===== src/rtl/u8u16_pkg.sv =====
package u8u16_pkg;

  // Maximum number of UTF-16 units that one string may produce.
  localparam int UNIT_CAPACITY = 2048;
  localparam int COUNT_W       = 12;
  localparam int POINT_W       = 21;
  localparam int UNIT_W        = 16;

  // Depth of the command queue between the front and the back part.
  localparam int QUEUE_DEPTH   = 4;
  localparam int QPTR_W        = $clog2(QUEUE_DEPTH);

  localparam logic [COUNT_W-1:0] CAPACITY    = COUNT_W'(UNIT_CAPACITY);
  localparam logic [COUNT_W:0]   CAPACITY_X  = (COUNT_W + 1)'(UNIT_CAPACITY);
  localparam logic [POINT_W-1:0] SUPPLEMENT  = POINT_W'(32'h10000);
  localparam logic [5:0]         HIGH_SURR   = 6'b110110;  // 0xD800 >> 10
  localparam logic [5:0]         LOW_SURR    = 6'b110111;  // 0xDC00 >> 10

  // Lead byte classes.
  typedef enum logic [1:0] {
    LEAD_ONE   = 2'd0,
    LEAD_TWO   = 2'd1,
    LEAD_THREE = 2'd2,
    LEAD_FOUR  = 2'd3
  } lead_class_t;

  // One command: up to two code units, optionally followed by an end record.
  typedef struct packed {
    logic [UNIT_W-1:0]  unit_first;
    logic [UNIT_W-1:0]  unit_second;
    logic [1:0]         num_units;
    logic               has_end;
    logic               overflow;
    logic [COUNT_W-1:0] count;
  } cmd_t;

  function automatic lead_class_t classify(input logic [7:0] b);
    lead_class_t c;
    c = LEAD_FOUR;
    if (b < 8'h80) begin
      c = LEAD_ONE;
    end else if (b < 8'hE0) begin
      c = LEAD_TWO;
    end else if (b < 8'hF0) begin
      c = LEAD_THREE;
    end
    return c;
  endfunction

endpackage


===== src/rtl/u8u16_front.sv =====
module u8u16_front (
  input  logic              clk,
  input  logic              rst,
  input  logic              byte_valid,
  output logic              byte_ready,
  input  logic [7:0]        byte_in,
  input  logic              last_byte,
  output logic              push,
  output u8u16_pkg::cmd_t   cmd,
  input  logic              queue_full
);

  logic [u8u16_pkg::POINT_W-1:0] partial_point, partial_point_next;
  logic [1:0]                    bytes_pending, bytes_pending_next;
  logic [2:0]                    sequence_length, sequence_length_next;
  logic [u8u16_pkg::COUNT_W-1:0] units_emitted, units_emitted_next;
  logic                          overflowed, overflowed_next;

  logic                          accept;
  logic [u8u16_pkg::POINT_W-1:0] shifted;
  logic [u8u16_pkg::POINT_W-1:0] offset;
  u8u16_pkg::lead_class_t        lead;

  assign byte_ready = !queue_full;
  assign accept     = byte_valid && byte_ready;
  assign lead       = u8u16_pkg::classify(byte_in);
  assign shifted    = {partial_point[u8u16_pkg::POINT_W-7:0], byte_in[5:0]};
  assign offset     = shifted - u8u16_pkg::SUPPLEMENT;

  always_comb begin
    partial_point_next   = partial_point;
    bytes_pending_next   = bytes_pending;
    sequence_length_next = sequence_length;
    overflowed_next      = overflowed;
    cmd                  = '0;

    if (overflowed) begin
      // The rest of the string is dropped.
    end else if (bytes_pending == 2'd0) begin
      if (units_emitted >= u8u16_pkg::CAPACITY) begin
        overflowed_next = 1'b1;
      end else begin
        case (lead)
          u8u16_pkg::LEAD_ONE: begin
            cmd.unit_first = {8'h00, byte_in};
            cmd.num_units  = 2'd1;
          end
          u8u16_pkg::LEAD_TWO: begin
            partial_point_next   = u8u16_pkg::POINT_W'(byte_in[4:0]);
            bytes_pending_next   = 2'd1;
            sequence_length_next = 3'd2;
          end
          u8u16_pkg::LEAD_THREE: begin
            partial_point_next   = u8u16_pkg::POINT_W'(byte_in[3:0]);
            bytes_pending_next   = 2'd2;
            sequence_length_next = 3'd3;
          end
          default: begin
            // A pair needs room for two units.
            if ({1'b0, units_emitted} + 13'd1 >= u8u16_pkg::CAPACITY_X) begin
              overflowed_next = 1'b1;
            end else begin
              partial_point_next   = u8u16_pkg::POINT_W'(byte_in[2:0]);
              bytes_pending_next   = 2'd3;
              sequence_length_next = 3'd4;
            end
          end
        endcase
      end
    end else begin
      partial_point_next = shifted;
      bytes_pending_next = bytes_pending - 2'd1;
      if (bytes_pending == 2'd1) begin
        if (sequence_length == 3'd4) begin
          cmd.unit_first  = {u8u16_pkg::HIGH_SURR, offset[19:10]};
          cmd.unit_second = {u8u16_pkg::LOW_SURR, offset[9:0]};
          cmd.num_units   = 2'd2;
        end else begin
          cmd.unit_first = shifted[15:0];
          cmd.num_units  = 2'd1;
        end
        partial_point_next   = '0;
        sequence_length_next = '0;
      end
    end

    units_emitted_next = units_emitted + u8u16_pkg::COUNT_W'(cmd.num_units);
    cmd.has_end        = last_byte;
    cmd.overflow       = last_byte & overflowed_next;
    cmd.count          = last_byte ? units_emitted_next : '0;
  end

  assign push = accept && ((cmd.num_units != 2'd0) || last_byte);

  always_ff @(posedge clk) begin
    if (rst) begin
      partial_point   <= '0;
      bytes_pending   <= '0;
      sequence_length <= '0;
      units_emitted   <= '0;
      overflowed      <= 1'b0;
    end else if (accept) begin
      if (last_byte) begin
        partial_point   <= '0;
        bytes_pending   <= '0;
        sequence_length <= '0;
        units_emitted   <= '0;
        overflowed      <= 1'b0;
      end else begin
        partial_point   <= partial_point_next;
        bytes_pending   <= bytes_pending_next;
        sequence_length <= sequence_length_next;
        units_emitted   <= units_emitted_next;
        overflowed      <= overflowed_next;
      end
    end
  end

endmodule


===== src/rtl/u8u16_queue.sv =====
module u8u16_queue (
  input  logic            clk,
  input  logic            rst,
  input  logic            push,
  input  u8u16_pkg::cmd_t push_cmd,
  output logic            full,
  input  logic            pop,
  output logic            head_valid,
  output u8u16_pkg::cmd_t head_cmd
);

  u8u16_pkg::cmd_t                entries [u8u16_pkg::QUEUE_DEPTH];
  logic [u8u16_pkg::QPTR_W-1:0]   wr_ptr;
  logic [u8u16_pkg::QPTR_W-1:0]   rd_ptr;
  logic [u8u16_pkg::QPTR_W:0]     fill;

  assign full       = (fill == (u8u16_pkg::QPTR_W + 1)'(u8u16_pkg::QUEUE_DEPTH));
  assign head_valid = (fill != '0);
  assign head_cmd   = entries[rd_ptr];

  always_ff @(posedge clk) begin
    if (push) begin
      entries[wr_ptr] <= push_cmd;
    end
  end

  always_ff @(posedge clk) begin
    if (rst) begin
      wr_ptr <= '0;
      rd_ptr <= '0;
      fill   <= '0;
    end else begin
      if (push) begin
        wr_ptr <= wr_ptr + 1'b1;
      end
      if (pop) begin
        rd_ptr <= rd_ptr + 1'b1;
      end
      case ({push, pop})
        2'b10:   fill <= fill + 1'b1;
        2'b01:   fill <= fill - 1'b1;
        default: fill <= fill;
      endcase
    end
  end

  a_no_push_full: assert property (@(posedge clk) disable iff (rst) !(push && full))
    else $error("command pushed into a full queue");
  a_no_pop_empty: assert property (@(posedge clk) disable iff (rst) !(pop && !head_valid))
    else $error("command popped from an empty queue");
  a_fill_tracks: assert property (@(posedge clk) disable iff (rst)
    (push && !pop) |=> (fill == $past(fill) + 1'b1))
    else $error("queue fill count lost a push");

endmodule


===== src/rtl/u8u16_back.sv =====
module u8u16_back (
  input  logic              clk,
  input  logic              rst,
  input  logic              head_valid,
  input  u8u16_pkg::cmd_t   head_cmd,
  output logic              pop,
  output logic              out_valid,
  input  logic              out_ready,
  output logic [u8u16_pkg::UNIT_W-1:0]  code_unit,
  output logic              unit_valid,
  output logic              end_of_string,
  output logic              overflow_error,
  output logic [u8u16_pkg::COUNT_W-1:0] unit_count
);

  logic [1:0] sub;
  logic [1:0] total;
  logic       last_rec;
  logic       load;
  logic       is_first;
  logic       is_second;

  assign total     = head_cmd.num_units + {1'b0, head_cmd.has_end};
  assign last_rec  = (sub == total - 2'd1);
  assign load      = head_valid && (!out_valid || out_ready);
  assign pop       = load && last_rec;
  assign is_first  = (sub == 2'd0) && (head_cmd.num_units != 2'd0);
  assign is_second = (sub == 2'd1) && (head_cmd.num_units == 2'd2);

  always_ff @(posedge clk) begin
    if (rst) begin
      sub       <= '0;
      out_valid <= 1'b0;
    end else begin
      if (load) begin
        sub <= last_rec ? 2'd0 : sub + 2'd1;
      end
      if (load) begin
        out_valid <= 1'b1;
      end else if (out_ready) begin
        out_valid <= 1'b0;
      end
    end
  end

  always_ff @(posedge clk) begin
    if (load) begin
      if (is_first || is_second) begin
        code_unit      <= is_first ? head_cmd.unit_first : head_cmd.unit_second;
        unit_valid     <= 1'b1;
        end_of_string  <= 1'b0;
        overflow_error <= 1'b0;
        unit_count     <= '0;
      end else begin
        code_unit      <= '0;
        unit_valid     <= 1'b0;
        end_of_string  <= 1'b1;
        overflow_error <= head_cmd.overflow;
        unit_count     <= head_cmd.count;
      end
    end
  end

endmodule


===== src/rtl/utf8_to_utf16_stream_decoder_unit.sv =====
// Channel | Direction | Beat contents
// s_axis  | in        | tdata[7:0] UTF-8 byte, tlast marks the last byte of a string
// m_axis  | out       | tdata code unit, overflow flag, unit count; tuser unit flag;
//         |           | tlast marks the end record of a string
//
// A byte is taken every cycle while the four-entry command queue has room.
// Single-unit characters leave at one beat per cycle; a surrogate pair takes
// two output beats and an end record one more, so the output register sets
// the rate at one beat per cycle while m_axis_tready is high, and bytes
// wait only when the queue fills. Commands pass through the queue before
// their beats reach the output register. rst is synchronous and active
// high; it clears the decode state, the queue and the output register.
module utf8_to_utf16_stream_decoder_unit (
  input  logic        clk,
  input  logic        rst,
  input  logic        s_axis_tvalid,
  output logic        s_axis_tready,
  input  logic [7:0]  s_axis_tdata,   // [7:0] byte_in
  input  logic        s_axis_tlast,   // last_byte
  output logic        m_axis_tvalid,
  input  logic        m_axis_tready,
  output logic [31:0] m_axis_tdata,   // [15:0] code_unit, [16] overflow_error,
                                      // [28:17] unit_count, [31:29] zero
  output logic        m_axis_tuser,   // unit_valid
  output logic        m_axis_tlast    // end_of_string
);

  logic            push;
  logic            pop;
  logic            queue_full;
  logic            head_valid;
  u8u16_pkg::cmd_t push_cmd;
  u8u16_pkg::cmd_t head_cmd;

  logic [u8u16_pkg::UNIT_W-1:0]  code_unit;
  logic                          overflow_error;
  logic [u8u16_pkg::COUNT_W-1:0] unit_count;

  // The front part decodes each byte into at most one command holding the
  // units and end record that byte causes.
  u8u16_front u_front (
    .clk        (clk),
    .rst        (rst),
    .byte_valid (s_axis_tvalid),
    .byte_ready (s_axis_tready),
    .byte_in    (s_axis_tdata),
    .last_byte  (s_axis_tlast),
    .push       (push),
    .cmd        (push_cmd),
    .queue_full (queue_full)
  );

  // The queue lets the byte side keep going while a pair or end record is
  // still being sent out.
  u8u16_queue u_queue (
    .clk        (clk),
    .rst        (rst),
    .push       (push),
    .push_cmd   (push_cmd),
    .full       (queue_full),
    .pop        (pop),
    .head_valid (head_valid),
    .head_cmd   (head_cmd)
  );

  // The back part expands each command into one beat per record.
  u8u16_back u_back (
    .clk            (clk),
    .rst            (rst),
    .head_valid     (head_valid),
    .head_cmd       (head_cmd),
    .pop            (pop),
    .out_valid      (m_axis_tvalid),
    .out_ready      (m_axis_tready),
    .code_unit      (code_unit),
    .unit_valid     (m_axis_tuser),
    .end_of_string  (m_axis_tlast),
    .overflow_error (overflow_error),
    .unit_count     (unit_count)
  );

  assign m_axis_tdata = {3'b000, unit_count, overflow_error, code_unit};

endmodule


===== config.mk =====
export PLATFORM = sky130hd
export DESIGN_NAME = utf8_to_utf16_stream_decoder_unit
export DESIGN_NICKNAME = d
export VERILOG_FILES = /design/src/rtl/u8u16_pkg.sv /design/src/rtl/u8u16_front.sv /design/src/rtl/u8u16_queue.sv /design/src/rtl/u8u16_back.sv /design/src/rtl/utf8_to_utf16_stream_decoder_unit.sv
export SDC_FILE = /design/constraint.sdc
export NUM_CORES = 1
export LEC_CHECK = 0
export BUFFER_PORTS_ARGS = -buffer_cell sky130_fd_sc_hd__buf_2
export CAP_MARGIN = 20
export CORE_ASPECT_RATIO = 0.9
export CORE_MARGIN = 8
export CORE_UTILIZATION = 55
export DETAILED_ROUTE_END_ITERATION = 8
export PLACE_DENSITY_LB_ADDON = 0.2
export SLEW_MARGIN = 20
export SYNTH_ARGS = -nofsm -noshare
export SYNTH_HDL_FRONTEND = slang
export SYNTH_SLANG_ARGS = --single-unit

===== constraint.sdc =====
create_clock -name clk -period 3.6 [get_ports clk]
set_input_delay 0.36 -clock clk [delete_from_list [all_inputs] [get_ports clk]]
set_output_delay 0.36 -clock clk [all_outputs]
set_load 0.01 [all_outputs]

* Word level (Yosys, flattened, before mapping)
Memory sizes are Yosys's and may differ from the RTL's. A register that Yosys moved wholly into a read port is not among the register bits.
Cells that the tools add are included.
** Cells by class
- Add/subtract/negate cells :: 11
- Order comparisons :: 5
- Equal/unequal tests :: 14
- Muxes and demuxes :: 54
- Bitwise gates (word level) :: 1
- Reduce and logical (&&, ||, !) cells :: 23
** Operators by type and width (number)
- $mux 16 :: 6
- $mux 14 :: 6
- $mux 34 :: 2
- $pmux 14 s3 :: 1
- $mux 2 :: 13
- $lt 8x8->1 const B :: 3
- $mux 12 :: 2
- $sub 20x17->20 const B :: 1
- $mux 3 :: 6
- $mux 1 :: 14
- $add 12x1->13 const B :: 1
- $ge 13x12->1 const B :: 1
- $add 12x2->12 :: 1
- $ge 12x12->1 const B :: 1
- $pmux 3 s3 :: 1
- $eq 2x1->1 const B :: 4
- $mux 8 :: 1
- $reduce_bool 2->1 :: 4
- $add 2x1->2 const B :: 3
- $eq 2x2->1 const B :: 3
- $eq 3x3->1 const B :: 2
- $logic_and 1x1->1 :: 6
- $logic_not 2->1 :: 3
- $ne 3x3->1 const B :: 2
- other kinds (16) :: 21
** Storage, ports and cells
- Register bits after elaboration :: 73
- Bits in writable memories :: 192
- Input port bits :: 13
- Output and inout bits :: 36
- Word-level logic and storage cells :: 124
- Memories :: 1
** Memory list
- u_queue.entries :: words 4, bits a word 48, read ports 1, clocked after memory_dff 1, wr ports 1, line u8u16_queue.sv:12 : u8u16_pkg::cmd_t entries [u8u16_pkg::QUEUE_DEPTH];

* Depth between registers and ports, before layout
- Word-level depth :: 14
- Depth in mapped cells :: 15
- Depth with buffers taken out :: 12

* By module
A second synthesis with hierarchy kept.
** Second synthesis, totals
- Cells, all modules :: 717
- Area total of the unflattened synthesis :: 11129.4 µm²
** Modules (own cells, without submodules)
- u8u16_queue :: times used 1, cells an instance 293, area each 7344.5 µm², sequential area each 5945.7 µm²
- u8u16_front :: times used 1, cells an instance 290, area each 2232.1 µm², sequential area each 640.6 µm²
- u8u16_back :: times used 1, cells an instance 129, area each 1519.0 µm², sequential area each 991.0 µm²
- utf8_to_utf16_stream_decoder_unit :: times used 1, cells an instance 5, area each 33.8 µm², sequential area each 0.0 µm²

* Worst setup path after synthesis
OpenSTA, ideal clock, no wires.
- Kind :: register -> register
- Start :: register u_queue.fill[0] (netlist bit)
- End :: register u_queue.fill[2] (netlist bit)
- Library setup time :: 70 ps
- Data arrival time :: 3799 ps
- Data required time :: 3530 ps
- Path slack :: -270 ps
- Stages on the path, launching flop included :: 11
- Buffers on the path :: 1
- Clock period less this slack :: 3870 ps
- Path through :: dfxtp_1 -> nor3_1 -> a21oi_1 -> and3_1 -> buf_4 -> ha_1 -> inv_1 -> fa_1 -> xor2_1 -> or3_1 -> a21oi_1
** On the way
- Elaborated cells on any way between the ends :: 13
- Classes of those cells :: add/sub: 2; eq/ne: 3; mux: 1; reduce/logical: 7
** RTL lines
- start: declaration :: line u8u16_queue.sv:15 : logic [u8u16_pkg::QPTR_W:0] fill;
- start signal: assignment :: line u8u16_queue.sv:40 : 2'b10: fill <= fill + 1'b1;
- start signal: assignment :: line u8u16_queue.sv:41 : 2'b01: fill <= fill - 1'b1;
- start signal: assignment :: line u8u16_queue.sv:42 : default: fill <= fill;
- $reduce_bool 3->1 * :: line u8u16_queue.sv:18 : assign head_valid = (fill != '0);
- $logic_and 1x1->1 * :: line u8u16_back.sv:25 : assign load = head_valid && (!out_valid || out_ready);
- via u_back.load :: line u8u16_back.sv:19 : logic load;
- $logic_and 1x1->1 * :: line u8u16_back.sv:26 : assign pop = load && last_rec;
- via pop :: line utf8_to_utf16_stream_decoder_unit.sv:29 : logic pop;
- $eq 2x1->1 or $eq 2x2->1 (tied branches) :: line u8u16_queue.sv:39 : case ({push, pop})
- $pmux 3 s2 or $reduce_bool 2->1 (tied branches)
The timed path passes the listed nets; every way through them passes the cells marked *.
A chain may end at the register's enable or synchronous reset.

==> flow_metrics.tcl <==
set metrics [dict create \
    synth_cell_types 55 \
    syn-mean-instance-area_um2 15.3 \
    core_area_mm2 0.0182 \
    slew_violations 0 \
    setup.worst_path.class "reg -> reg" \
    final_worst_setup_slack_ns 0.412 \
    yosysTopAreaCell "edfxtp_1" \
    synth_async_sr_flop_share_pct 0 \
    report.final.hold_viol_count 0 \
    most_area_consuming_cells_after_synthesis "edfxtp_1, mux4_2, dfxtp_1" \
    critical_path_peak_fanout 5 \
    crit_chain "mux4_2 > inv_1 > ha_1 > xor2_1 > xnor2_1 > and3_1 > ha_1 > inv_1 > fa_1 > xor2_1 > or3_1 > a21oi_1" \
    fin_crit_sh_pct 88.5 \
    totalNegativeSetupSlack_ns 0 \
    grt_start_max_net_pins 47 \
    min_from "s_axis_tdata[2]" \
    antenna_found_initial 0 \
    power_density_mw_per_mm2 669 \
    end_kind "register" \
    max-cap-violations 0 \
    tritoncts.num_buffers 25 \
    grt_pass1_vias 5790 \
    syn-instance-count 662 \
    drcViolationCount 0 \
    outcome "complete, no violations" \
    placement.setup.worst_slack_ns 0.423 \
    globalRouteOverflowTotal 0 \
    dominantRegCellSynth "edfxtp_1" \
    drt_first_pass_iters 5 \
    worst_path_largest_cell_delay_ns 0.55 \
    cts-resized-gates 0 \
    drt-wirelength-per-cell_um 20.5 \
    clk_root_buffer_cell "clkbuf_16" \
    gp_routability_congestion 0.800 \
    leakage_uw 0.00395 \
    final_net_count 746 \
    clk_path_buf_depth 3 \
    clk_pin_slew_ns 0.06 \
    synth_edf_count 199 \
    mappedNetlistArea_mm2 0.0101 \
    num-fill-cells 1344 \
    place.port_buffers 45 \
    report.final.setup_viol 0 \
    timing_worst_slew_pin_value_ns 1.04 \
    num_antenna_cells 0 \
    critical-path-slowest-cell "mux4_2" \
    fp-row-count 47 \
    synth_warnings 0 \
    postRouteWirelength_um 20200 \
    final_antenna_net_count 0 \
    initial_core_utilization_pct 55.7 \
    synthDominantCellAreaShare_pct 58.9 \
    clock_sink_count 243 \
    postCtsHoldBufs 0 \
    grt_util_all_layers_pct 17.6 \
    layout-area-overhead-vs-synth_pct 13.6 \
    cts_tree "yes" \
    fmax_mhz 314 \
    die_w_um 159 \
    grt_first_pass_wirelength_um 31900 \
    clk-insertion-delay-late_ns 0.51 \
    clock_tree.htree_level_count 1 \
    critPathArrivalTime_ns 3.62 \
    synthTopCellsByCount "edfxtp_1, nor2_1, dfxtp_1" \
    worst_clock_skew_ns 0.00752 \
    route.vias.total 5624 \
    ioPinCount 49 \
    cts_setup_buffers 0 \
    holdCritPathClass "in -> reg" \
    layout_min_cycle_time_ns 3.19 \
    violation_count_after_the_first_detailed_routing_iteration 489 \
    rsz0062_at_grt "no" \
    drive_above_1_share_pct 21.9 \
    yosys.cell_count.top_type "edfxtp_1" \
    worstPathRequired_ns 4.03 \
    yosysSeqAreaShare_pct 67.6 \
    max-slew-margin-rel_pct 30.0 \
    place_hpwl_um 12700 \
    vdd_ir_drop_max_mv 0.351 \
    per_cell_via_count_in_the_routed_design 5.72 \
    synth_seq_cells 243 \
    full_die_area_mm2 0.0231 \
    floorplan.die.height_um 145 \
    worstSetupStartpointType "register" \
]
==> final cells by class <==
cell class,count,area (um^2),share of cell area [%]
clock buffer,40,742,6.44
clock inverter,6,82.6,0.717
inverter,21,78.8,0.684
multi-input combinational,365,3050,26.5
sequential,243,6860,59.5
tap,245,307,2.66
timing repair buffer,64,405,3.52
==> stage by stage <==
| step | hold WS (ns) | instances | utilization (%) | area (um^2) | total power, uW |
|---|---|---|---|---|---|
| 6_report | 0.137 | 984 | 63.2 | 11500 | 7710 |
| 5_1_grt | 0.140 | 984 | 63.2 | 11500 | 8030 |
| 2_1_floorplan | 0.453 | 664 | - | 10200 | 4690 |
| 3_3_place_gp | 0.468 | 938 | 58.7 | 10700 | 5190 |
| 4_1_cts | 0.130 | 984 | 63.2 | 11500 | 7790 |
| 3_5_place_dp | 0.482 | 938 | 58.7 | 10700 | 5240 |
==> worst paths after layout <==
path,end,cells past startpoint,slack (ns)
min reg2reg,u_front.sequence_length[1],2,0.50
max reg2reg,u_queue.fill[2],12,0.41
max,u_queue.fill[2],12,0.41
min,u_front.partial_point[2],3,0.14
==> flip-flops by register name (all words and copies together), names as in the netlist, 3 cells and up, named ones only <==
signal / count
u_back.code_unit: 16
u_queue.fill: 3
u_front.sequence_length: 3
u_back.unit_count: 12
u_queue.entries: 168
u_front.units_emitted: 12
u_front.partial_point: 14
==> worst max-delay path, delay by kind of cell (launching register included) <==
family,cells,cell delay (ns)
XOR/XNOR,3,0.50
AND/OR/NAND/NOR,2,0.62
adder cells (fa/ha/maj),3,0.77
multiplexers,1,0.55
AO/OA/AOI/OAI,1,0.13
flip-flops,1,0.40
buffers and inverters,2,0.15
==> metal layers <==
| metal | global-route usage [%] | vias up | part of all wire (%) |
|---|---|---|---|
| li1 | - | 2594 | - |
| met1 | 24.7 | 2855 | 47 |
| met2 | 28.0 | 145 | 45 |
| met3 | 3.37 | 30 | 5.2 |
| met4 | 4.66 | 0 | 2.1 |
| met5 | 0 | - | 0 |
==> cell usage in the layout (no fill, tap or decap), drive strengths merged, types with 7 or more instances in the layout <==
master  instances
edfxtp        199
buf            64
nor2           61
dfxtp          44
mux4           42
clkbuf         40
and2           31
mux2i          28
nand2          27
inv            22
a21oi          19
nand2b         18
o21ai          17
xnor2          12
nor3           12
ha             11
xor2            9
nand3           8
nand3b          7
nand4           7
==> report_power, final <==
part,internal (uW),switching (uW)
logic,586,926
registers,3530,121
clock network,1550,1000
==> cell families after synthesis <==
logic type               Yosys count  share of synthesized area, %
AO/OA/AOI/OAI                     66                          4.32
XOR/XNOR                          21                          1.81
adder cells (fa/ha/maj)           13                          1.75
buffers and inverters             56                          2.59
flip-flops                       243                          67.6
multiplexers                      70                          12.1
other                              1                        0.0370
AND/OR/NAND/NOR                  192                          9.84
(Power assumes the default switching activity.)
